<file path="src/rtl/core/dics_ram.sv">
// simple dual-port synchronous ram, one write and one registered read port
module dics_ram #(
    parameter int AW = 8,
    parameter int DW = 16
) (
    input  logic          clk,
    input  logic          wr_en,
    input  logic [AW-1:0] wr_addr,
    input  logic [DW-1:0] wr_data,
    input  logic          rd_en,
    input  logic [AW-1:0] rd_addr,
    output logic [DW-1:0] rd_data
);

    logic [DW-1:0] mem [0:(1 << AW)-1];
    logic [DW-1:0] rd_data_reg;

    always_ff @(posedge clk)
    begin
        if (wr_en)
        begin
            mem[wr_addr] <= wr_data;
        end
        if (rd_en)
        begin
            rd_data_reg <= mem[rd_addr];
        end
    end

    assign rd_data = rd_data_reg;

endmodule

</file>
<file path="config.mk">
export PLATFORM = sky130hd
export DESIGN_NAME = dics_ram
export DESIGN_NICKNAME = d
export VERILOG_FILES = /design/src/rtl/core/dics_ram.sv
export SDC_FILE = /design/constraint.sdc
export NUM_CORES = 2
export LEC_CHECK = 0
export BUFFER_PORTS_ARGS = -buffer_cell sky130_fd_sc_hd__buf_2
export CAP_MARGIN = 20
export CORE_ASPECT_RATIO = 1.25
export CORE_MARGIN = 2
export CORE_UTILIZATION = 35
export CTS_CLUSTER_DIAMETER = 80
export DETAILED_ROUTE_END_ITERATION = 8
export GPL_TIMING_DRIVEN = 0
export PLACE_DENSITY = 0.48
export RECOVER_POWER = 100
export SLEW_MARGIN = 20
export SYNTH_ARGS = -nofsm -noshare
export SYNTH_HDL_FRONTEND = slang
export SYNTH_SLANG_ARGS = --single-unit
</file>
<file path="constraint.sdc">
create_clock -name clk -period 3.6 [get_ports clk]
set_input_delay 1.08 -clock clk [delete_from_list [all_inputs] [get_ports clk]]
set_output_delay 1.08 -clock clk [all_outputs]
set_load 0.05 [all_outputs]
</file>
==> results.sh <==
export IMPL_r2r_slack_ns=0.42
export IMPL_arrival_ns=4.49
export IMPL_setup_ws_ns=-0.220
export IMPL_seq_area_frac_synth=0.777
export IMPL_grt_ovfl_total=0
export IMPL_synthesis_area_um2=159000
export IMPL_viasPerCell=5.65
export IMPL_cts_buffers=427
export IMPL_powerDensity_nw_per_um2=552
export IMPL_synth_compound_area_frac=0.0353
export IMPL_nNetsFinal=8149
export IMPL_status="finished, violations left"
export IMPL_cts_tree="built"
export IMPL_die_w_um=607
export IMPL_drtIter0Drc=9493
export IMPL_syn_to_final_growth_pct=17.0
export IMPL_fmax_mhz=262
export IMPL_fin_crit_sh=1.06
export IMPL_grt_pass1_wl_um=738000
export IMPL_syn_avg_cell_area_um2=21.6
export IMPL_synth_cell_types=51
export IMPL_synthAdderAreaFrac=0
export IMPL_synth_ff_type="edfxtp_1"
export IMPL_reg2reg_from="mem[63][3]"
export IMPL_cts_reportedPaths_clkPinSlew_ns=0.07
export IMPL_synth_top_family_by_area="multiplexers"
export IMPL_critical_path_depth=7
export IMPL_initial_core_util=0.351
export IMPL_muxShareOfSynthArea=0.155
export IMPL_synth_simple_gate_area_frac=0.0157
export IMPL_worstSetupEndpointType="register"
export IMPL_slowest_delay_ns=0.56
export IMPL_port_buffers=40
export IMPL_crit_type="input port to register"
export IMPL_hpwlAfterDp_um=394000
export IMPL_violations="capacitance limit, slew limit, setup timing"
export IMPL_antenna_found_initial=38
export IMPL_setup_violations=329
export IMPL_place_gp_congestion=0.973
export IMPL_syn_inst=7360
export IMPL_fin_hold_ws_ns=0.526
export IMPL_cp_max_fo=10
export IMPL_drt_total_wl_um=557000
export IMPL_maxCapViolCount=31
export IMPL_die_y_um=757
export IMPL_core_area_um2=452000
export IMPL_grt_pass1_vias=82517
export IMPL_rsz0062_at_grt="true"
export IMPL_grt_max_degree=121
export IMPL_drtPass1Iterations=5
export IMPL_cts_root_buf="clkbuf_16"
export IMPL_clock_sinks=4112
export IMPL_worstPathRequired_ns=4.27
export IMPL_cp_slowest_cell="nor2_4"
export IMPL_async_flop_share=0
export IMPL_crit_chain="clkbuf_1 -> clkbuf_1 -> nand3_1 -> clkbuf_1 -> clkbuf_4 -> nor2_4 -> clkbuf_4"
export IMPL_yosysWarnings=0
export IMPL_final_max_slew_viol_count=1499
export IMPL_drive_gt1_frac=0.286
export IMPL_crit_family="buffers and inverters"
export IMPL_clockBufferDepth=4
export IMPL_fin_util=0.411
export IMPL_crit_buf_inv=5
export IMPL_clock_skew_ns=0.0537
export IMPL_fp_row_count=276
export IMPL_tightestPinTransition_ns=3.29
export IMPL_groute_usage_overall=0.240
export IMPL_largest_register_ffs=4096
export IMPL_wl_per_cell_um=38.5
export IMPL_cp_common_cell="clkbuf_1"
export IMPL_vdd_drop_max_mv=0.422
export IMPL_startpoint="wr_en"
export IMPL_synth_xor_xnor_area_share=0
export IMPL_vias=81641
export IMPL_cts_hold_buffers=0
export IMPL_placedCellCount=13646
export IMPL_start_kind="input port"
export IMPL_dieArea_um2=459000
export IMPL_fin_cells=14453
export IMPL_ios=51
export IMPL_critPathCapture="mem[208][6]"
export IMPL_ant_nets=0
export IMPL_synthesis_nets=7395
export IMPL_r2r_cells=6
export IMPL_r2r_end="rd_data[3]"
export IMPL_max_slew_margin=-1.19
export IMPL_fin_crit_ns=3.82
export IMPL_drc_errors=0
export IMPL_insertion_delay_ns=1.05
export IMPL_synth_edff_count=4112
export IMPL_power_leakage_nw=58.2
export IMPL_hold_viol=0
export IMPL_htree_num_levels=5
export IMPL_min_path_type="input port to register"
export IMPL_tns_ns=-20.93
export IMPL_ys_seq_elements=4112
[layer usage]
| metal | part of all wire | track usage |
|---|---|---|
| met5 | 0.00015 | 0 |
| met4 | 0.072 | 0.139 |
| met3 | 0.060 | 0.0334 |
| met2 | 0.49 | 0.404 |
| met1 | 0.37 | 0.295 |
[kinds of logic after synthesis]
kind of cell | count (synthesis)
AOI/OAI and AO/OA | 786
buffers and inverters | 456
DFF | 4112
muxes | 1450
and+or+nand+nor | 556
[report_power, final]
group | total, W | internal (W) | switching, W
Combinational | 0.00650 | 0.00196 | 0.00454
Sequential | 0.0529 | 0.0528 | 0.0000276
Clock | 0.0433 | 0.0243 | 0.0191
Total | 0.103 | 0.0791 | 0.0236
[through the flow]
| stage | instance area (um^2) | total power [W] | worst slack, ns |
|---|---|---|---|
| 5_1_grt | 186000 | 0.105 | -0.0396 |
| 3_5_place_dp | 173000 | 0.0601 | -2.90 |
| 6_report | 186000 | 0.103 | -0.220 |
| 3_3_place_gp | 167000 | 0.0600 | -4.88 |
| 4_1_cts | 188000 | 0.103 | -0.0169 |
| 2_1_floorplan | 159000 | 0.0565 | 0.271 |
[Yosys cell counts (4+ instances only)]
| cell type | instances | area, um^2 |
|---|---|---|
| o22ai_1 | 148 | 926 |
| buf_2 | 76 | 380 |
| buf_12 | 5 | 100 |
| a31oi_1 | 6 | 37.5 |
| a22o_1 | 32 | 280 |
| or2_2 | 4 | 25.0 |
| mux4_2 | 797 | 17900 |
| a221oi_1 | 28 | 245 |
| nor3_1 | 92 | 460 |
| a2111oi_0 | 6 | 52.6 |
| a22oi_1 | 43 | 323 |
| o32ai_1 | 20 | 175 |
| o221ai_1 | 252 | 2210 |
| buf_4 | 26 | 195 |
| nor4_1 | 17 | 106 |
| clkbuf_1 | 230 | 863 |
| buf_8 | 11 | 165 |
| a211oi_1 | 18 | 135 |
| a21oi_1 | 175 | 876 |
| buf_6 | 77 | 867 |
| nand4_1 | 26 | 163 |
| edfxtp_1 | 4112 | 123000 |
| o21ai_0 | 37 | 185 |
| nand2_1 | 38 | 143 |
| mux2_2 | 88 | 991 |
| mux2i_1 | 565 | 5660 |
| nand3_1 | 35 | 175 |
| and3_1 | 11 | 68.8 |
| o31ai_1 | 16 | 120 |
| nor2_1 | 304 | 1140 |
| nor2b_1 | 9 | 56.3 |
| buf_1 | 27 | 101 |
[worst min-delay path by stage]
stage	startpoint	to	slack [ns]	cells past startpoint
after detailed placement	mem[104][5]	rd_data[5]	1.34	6
after floorplan	mem[232][1]	rd_data[1]	0.97	6
after global routing	wr_data[10]	mem[214][10]	0.52	1
after global placement	mem[216][14]	rd_data[14]	1.38	6
final	wr_data[10]	mem[235][10]	0.53	1
after CTS	wr_data[6]	mem[154][6]	0.30	1
[what timing repair did]
action / in CTS / in global routing
endpoints found under the setup margin: 39 / 31
setup buffers: 8 / 9
pin swaps: 31 / 32
gates resized for setup: 505 / 114
[cells in the final DEF, fill, tap and decap left out, types with 93 or more instances in the layout]
master / Yosys / layout
edfxtp_1: 4112 / 4112
mux4_2: 797 / 797
mux2i_1: 565 / 564
clkbuf_16: 0 / 431
clkbuf_1: 230 / 264
nor2_1: 304 / 199
o221ai_1: 252 / 178
clkbuf_2: 0 / 160
a21oi_1: 175 / 143
o22ai_1: 148 / 137
clkinv_1: 0 / 103
buf_6: 77 / 93
[cell type report]
cell class,count,area [um^2]
sequential,4112,123000
tap,5977,7480
multi-input combinational,2792,35100
inverter,4,22.5
buffer,449,3540
antenna,18,45.0
fill,39716,266000
clock inverter,249,2310
clock buffer,524,11100
timing repair buffer,328,2910
(Power assumes the default switching activity.)
