[src/rtl/core/dics_pkg.sv]
// shared types, constants and codes for the density inverse cdf sampler
package dics_pkg;

    // defaults for the top-level parameters
    localparam int DEF_MAX_WIDTH     = 256;
    localparam int DEF_MAX_HEIGHT    = 256;
    localparam int DEF_FRACTION_BITS = 16;

    // largest density of one pixel, white maps to zero
    localparam int DENSITY_MAX = 255;

    // fixed field widths
    localparam int PIXEL_W     = 8;
    localparam int UNIFORM_W   = 16;
    localparam int COORD_W     = 8;
    localparam int STATUS_W    = 2;
    localparam int CFG_INDEX_W = 4;
    localparam int CFG_DATA_W  = 9;

    // operation codes
    localparam logic OP_LOAD   = 1'b0;
    localparam logic OP_SAMPLE = 1'b1;

    // status codes
    localparam logic [STATUS_W-1:0] STATUS_OK         = 2'd0;
    localparam logic [STATUS_W-1:0] STATUS_NOT_LOADED = 2'd1;
    localparam logic [STATUS_W-1:0] STATUS_ZERO_TOTAL = 2'd2;

    // configuration register indexes
    localparam logic [CFG_INDEX_W-1:0] REG_IMAGE_WIDTH  = 4'd0;
    localparam logic [CFG_INDEX_W-1:0] REG_IMAGE_HEIGHT = 4'd1;

    typedef struct packed {
        logic                 op;
        logic [PIXEL_W-1:0]   pixel_value;
        logic [UNIFORM_W-1:0] uniform_across;
        logic [UNIFORM_W-1:0] uniform_down;
    } in_item_t;

    typedef struct packed {
        logic [COORD_W-1:0]  sample_x;
        logic [COORD_W-1:0]  sample_y;
        logic [STATUS_W-1:0] status;
    } out_item_t;

    // control from the sequencer to the search unit
    typedef struct packed {
        logic start;
        logic step;
    } srch_ctrl_t;

endpackage

[src/rtl/core/dics_search.sv]
// binary search step unit, one halving of the interval per memory read
module dics_search #(
    parameter int IW = 8,
    parameter int VW = 24,
    parameter int FB = 16,
    parameter int TW = 40
) (
    input  logic                 clk,
    input  logic                 rst_n,
    input  dics_pkg::srch_ctrl_t ctrl,
    input  logic [IW-1:0]        start_hi,
    input  logic [VW-1:0]        value,
    input  logic [TW-1:0]        target,
    output logic [IW-1:0]        idx_next,
    output logic [IW-1:0]        res_next,
    output logic                 more
);
    import dics_pkg::*;

    // compare width covers both the scaled value and the target
    localparam int KW = VW + ((FB > TW - VW) ? FB : TW - VW);

    logic [IW-1:0] lo_reg;
    logic [IW-1:0] lo_next;
    logic [IW-1:0] hi_reg;
    logic [IW-1:0] hi_next;
    logic [IW-1:0] mid_reg;
    logic [IW-1:0] mid_next;
    logic [IW:0]   span_sum;
    logic [KW-1:0] scaled;
    logic          reach;

    always_comb
    begin
        scaled  = KW'(value) << FB;
        reach   = (scaled >= KW'(target));
        lo_next = lo_reg;
        hi_next = hi_reg;
        if (ctrl.start)
        begin
            lo_next = '0;
            hi_next = start_hi;
        end
        else if (ctrl.step)
        begin
            if (reach)
            begin
                hi_next = mid_reg;
            end
            else
            begin
                lo_next = mid_reg + 1'b1;
            end
        end
        span_sum = {1'b0, lo_next} + {1'b0, hi_next};
        mid_next = span_sum[IW:1];
    end

    always_ff @(posedge clk or negedge rst_n)
    begin
        if (!rst_n)
        begin
            lo_reg  <= '0;
            hi_reg  <= '0;
            mid_reg <= '0;
        end
        else
        begin
            lo_reg  <= lo_next;
            hi_reg  <= hi_next;
            mid_reg <= mid_next;
        end
    end

    assign idx_next = mid_next;
    assign res_next = lo_next;
    assign more     = (lo_next < hi_next);

endmodule

[config.mk]
export PLATFORM = sky130hd
export DESIGN_NAME = dics_search
export DESIGN_NICKNAME = d
export VERILOG_FILES = /design/src/rtl/core/dics_pkg.sv /design/src/rtl/core/dics_search.sv
export SDC_FILE = /design/constraint.sdc
export NUM_CORES = 1
export LEC_CHECK = 0
export BUFFER_PORTS_ARGS = -buffer_cell sky130_fd_sc_hd__buf_2
export CORE_MARGIN = 2
export CORE_UTILIZATION = 48
export CTS_CLUSTER_DIAMETER = 100
export CTS_CLUSTER_SIZE = 8
export DETAILED_ROUTE_END_ITERATION = 10
export GPL_ROUTABILITY_DRIVEN = 0
export GPL_TIMING_DRIVEN = 0
export PLACE_DENSITY = 0.81
export SLEW_MARGIN = 20
export SYNTH_ARGS = -nofsm -noshare
export SYNTH_HDL_FRONTEND = slang
export SYNTH_SLANG_ARGS = --single-unit
[constraint.sdc]
create_clock -name clk -period 6.5 [get_ports clk]
set_clock_uncertainty 0.2 [all_clocks]
set_input_delay 0.975 -clock clk [delete_from_list [all_inputs] [get_ports clk]]
set_output_delay 0.975 -clock clk [all_outputs]
set_load 0.005 [all_outputs]
==> metrics.md <==
| Metric | Value |
|---|---|
| Port Buffers | `92` |
| IO Count | `93` |
| Crit Path Max Fanout | `10` |
| Area contributors post-synth | `dfrtp_1 28%, ha_1 23%, inv_1 6.3%, mux2i_1 4.6%, a21oi_1 3.9%` |
| Chip Width | `71.06 microns` |
| CTS tree | `done` |
| Die Ht | `71.06 microns` |
| Final setup violation count | `0` |
| HPWL Detailed | `4.294 mm` |
| Largest net degree at the start of global routing | `25` |
| H-tree levels | `1` |
| Mapped Cells | `242` |
| Distinct cells, synth | `40` |
| Router iterations before antenna repair | `4` |
| Status | `completed` |
| Fillers | `400` |
| Clock Tree Buf Depth | `2` |
| Residual DRC | `0` |
| All-Layer GR Usage | `22.04%` |
| Leakage | `1.580 nW` |
| Die ar. | `5049 sq um` |
| Power Density | `221.0 nW/um^2` |
| Area leader, netlist | `dfrtp_1` |
| Synthesized net count | `358` |
| Area added between synthesis and finish | `27.71%` |
| Vias in the first global route | `2126` |
| Layout Cells excl Fill | `390` |
| Clk sinks | `24` |
| Routed vias/inst | `5.223` |
| Mapped cell area | `2158 sq um` |
| Peak supply drop | `0.1618 mV` |
| WS Path Type | `input pin to output port` |
| Power Total | `0.0006091 W` |
| Post-synth top area share | `27.83%` |
| Hold Violations, Final | `0` |
| Final net count | `455` |
| Global-route wire length before repair | `8.949 mm` |
| Max-cap viol count | `0` |
| Avg Inst Size Synth | `8.919 sq um` |
| Routed WL | `5.201 mm` |
| FF+latch count, synth | `24` |
| Fin crit period | `6.088 ns` |
| Drt initial violations | `64` |
| Worst hold path class | `flip-flop to flip-flop` |
| Fmax | `0.1643 GHz` |
| Crit path launch type | `input pin` |
| Reg2Reg Depth | `12` |
| Skew-Pair Late Insertion Delay | `0.27 ns` |
| Root Buffer | `clkbuf_8` |
| Antenna Cells | `0` |
| Cell Rows | `24` |
| Slew HR | `57.10%` |
| Setup tns final | `0 ns` |
| Inserted Clock Buffers | `3` |
| Antenna viol nets, final | `0` |
| Tcrit/Tclk final | `93.66%` |
| Postcts setup bufs | `0` |
| Max-slew violation count | `0` |
| Hold path cells | `2` |
| Slowest-stage cell, CP | `a2111oi_1` |
| Critical Path, Cell by Cell | `buf_2 > ha_1 > a21oi_1 > o21ai_0 > a221o_1 > a211o_1 > nor3b_2 > clkbuf_2 > nor2_1 > a211oi_2 > ha_1 > inv_1 > nand2_1 > a2111oi_1 > a311o_1 > a21oi_1 > xnor2_1 > buf_2` |
| Worst path arrival time | `4.91 ns` |
| Initial antenna violation count | `0` |
| Via count | `2037` |
| Ys Warns | `0` |
| Post-synthesis async set-or-reset flop share | `100.0%` |
| Slowest Stage Delay on Critical Path | `0.40 ns` |
| Core area | `4354 sq um` |
| Share of post-route cells with drive strength above 1 | `32.25%` |
| Most numerous cell in the Yosys netlist | `ha_1` |
| Sequential area share after synthesis | `27.83%` |
| Dpl cells | `386` |
| CP required | `5.32 ns` |
| Congestion Overflow GR | `0` |
| Most common flop cell mapped by yosys | `dfrtp_1` |
| Commonest cells post-synth | `39 x ha_1, 36 x inv_1, 24 x dfrtp_1` |
| DR WL/cell | `13.34 microns` |
| Initial Util | `49.57%` |
| Crit. End Element | `output port` |
| RSZ-0062 raised after global routing | `no` |
| Worst-Margin Slew | `0.6397 ns` |
| Number of synthesized flops with an enable pin | `0` |
| Clock transition at path regs | `0.09 ns` |
==> per-layer routing <==
| layer | wire (microns) | global-route usage, % | part of all wire, % |
|---|---|---|---|
| met4 | 78 | 7.547 | 1.5 |
| met2 | 2700 | 41.54 | 52 |
| met5 | 0 | 0 | 0 |
| met1 | 2173 | 25.72 | 42 |
| met3 | 249 | 2.422 | 4.8 |
==> power breakdown <==
part / internal, W / switching [W]
Combinational: 0.000136 / 0.000151
Sequential: 0.000186 / 0.0000313
Clock: 0.0000542 / 0.0000502
==> logic make-up (layout without fill, tap and decap cells) <==
| group | after synthesis | after routing | synth area share (%) |
|---|---|---|---|
| AND/OR/NAND/NOR | 64 | 64 | 14.61 |
| AO/OA/AOI/OAI | 48 | 48 | 14.90 |
| buffers and inverters | 41 | 137 | 7.536 |
| adder cells (fa/ha/maj) | 40 | 40 | 23.54 |
| flip-flops | 24 | 24 | 27.83 |
| multiplexers | 13 | 13 | 6.725 |
| XOR/XNOR | 12 | 12 | 4.870 |
==> worst max-delay path: cells and delay by family <==
kind / cells / cell delay [ns]
AO/OA/AOI/OAI: 8 / 1.95
adder cells (fa/ha/maj): 2 / 0.66
buffers and inverters: 4 / 0.65
AND/OR/NAND/NOR: 3 / 0.50
XOR/XNOR: 1 / 0.18
==> path summary, 6_finish.rpt <==
check / slack (ns) / end / startpoint
max: 0.41 / idx_next[6] / value[15]
min: 0.42 / lo_reg[7] / lo_reg[7]
max reg2reg: 3.41 / mid_reg[6] / mid_reg[0]
min reg2reg: 0.42 / lo_reg[7] / lo_reg[7]
max in group asynchronous: 5.27 / hi_reg[0] / rst_n
min in group asynchronous: 0.47 / lo_reg[5] / rst_n
==> repair_timing <==
item	CTS	global route
setup endpoints to repair	0	2
gates resized for setup	0	6
hold buffers	0	0
hold endpoints to repair	0	0
==> layout make-up <==
cell class	count	area [sq um]	share of cell area, %
buffer	5	28.78	1.044
clock buffer	4	55.05	1.997
inverter	36	135.1	4.902
multi-input combinational	177	1411	51.20
sequential	24	600.6	21.79
tap	52	65.06	2.360
timing repair buffer	92	460.4	16.70
==> cell usage in the layout (no fill, tap or decap), types with 4 or more instances in the layout <==
master / synthesis / layout
buf_2: 1 / 93
ha_1: 39 / 39
inv_1: 36 / 36
dfrtp_1: 24 / 24
nor2_1: 20 / 20
a21oi_1: 17 / 17
nand2_1: 16 / 16
mux2i_1: 10 / 10
xnor2_1: 8 / 8
nand3_1: 7 / 7
nor4_1: 6 / 6
o21ai_0: 6 / 6
o21a_1: 6 / 6
nand4_1: 4 / 4
a211oi_2: 1 / 4
xor2_1: 4 / 4
clkbuf_8: 0 / 4
==> through the flow <==
stage | worst slack (ns) | util [%] | hold slack, ns | instance area, sq um
after floorplan | 0.8806 | - | 0.3777 | 2158
after global placement | 0.2703 | 61.64 | 0.3928 | 2684
after detailed placement | 0.1901 | 61.64 | 0.4062 | 2684
after CTS | 0.1500 | 62.90 | 0.4182 | 2739
after global routing | 0.001963 | 63.30 | 0.4650 | 2756
final | 0.4123 | 63.30 | 0.4231 | 2756
Power figures use the tool's default switching activity.
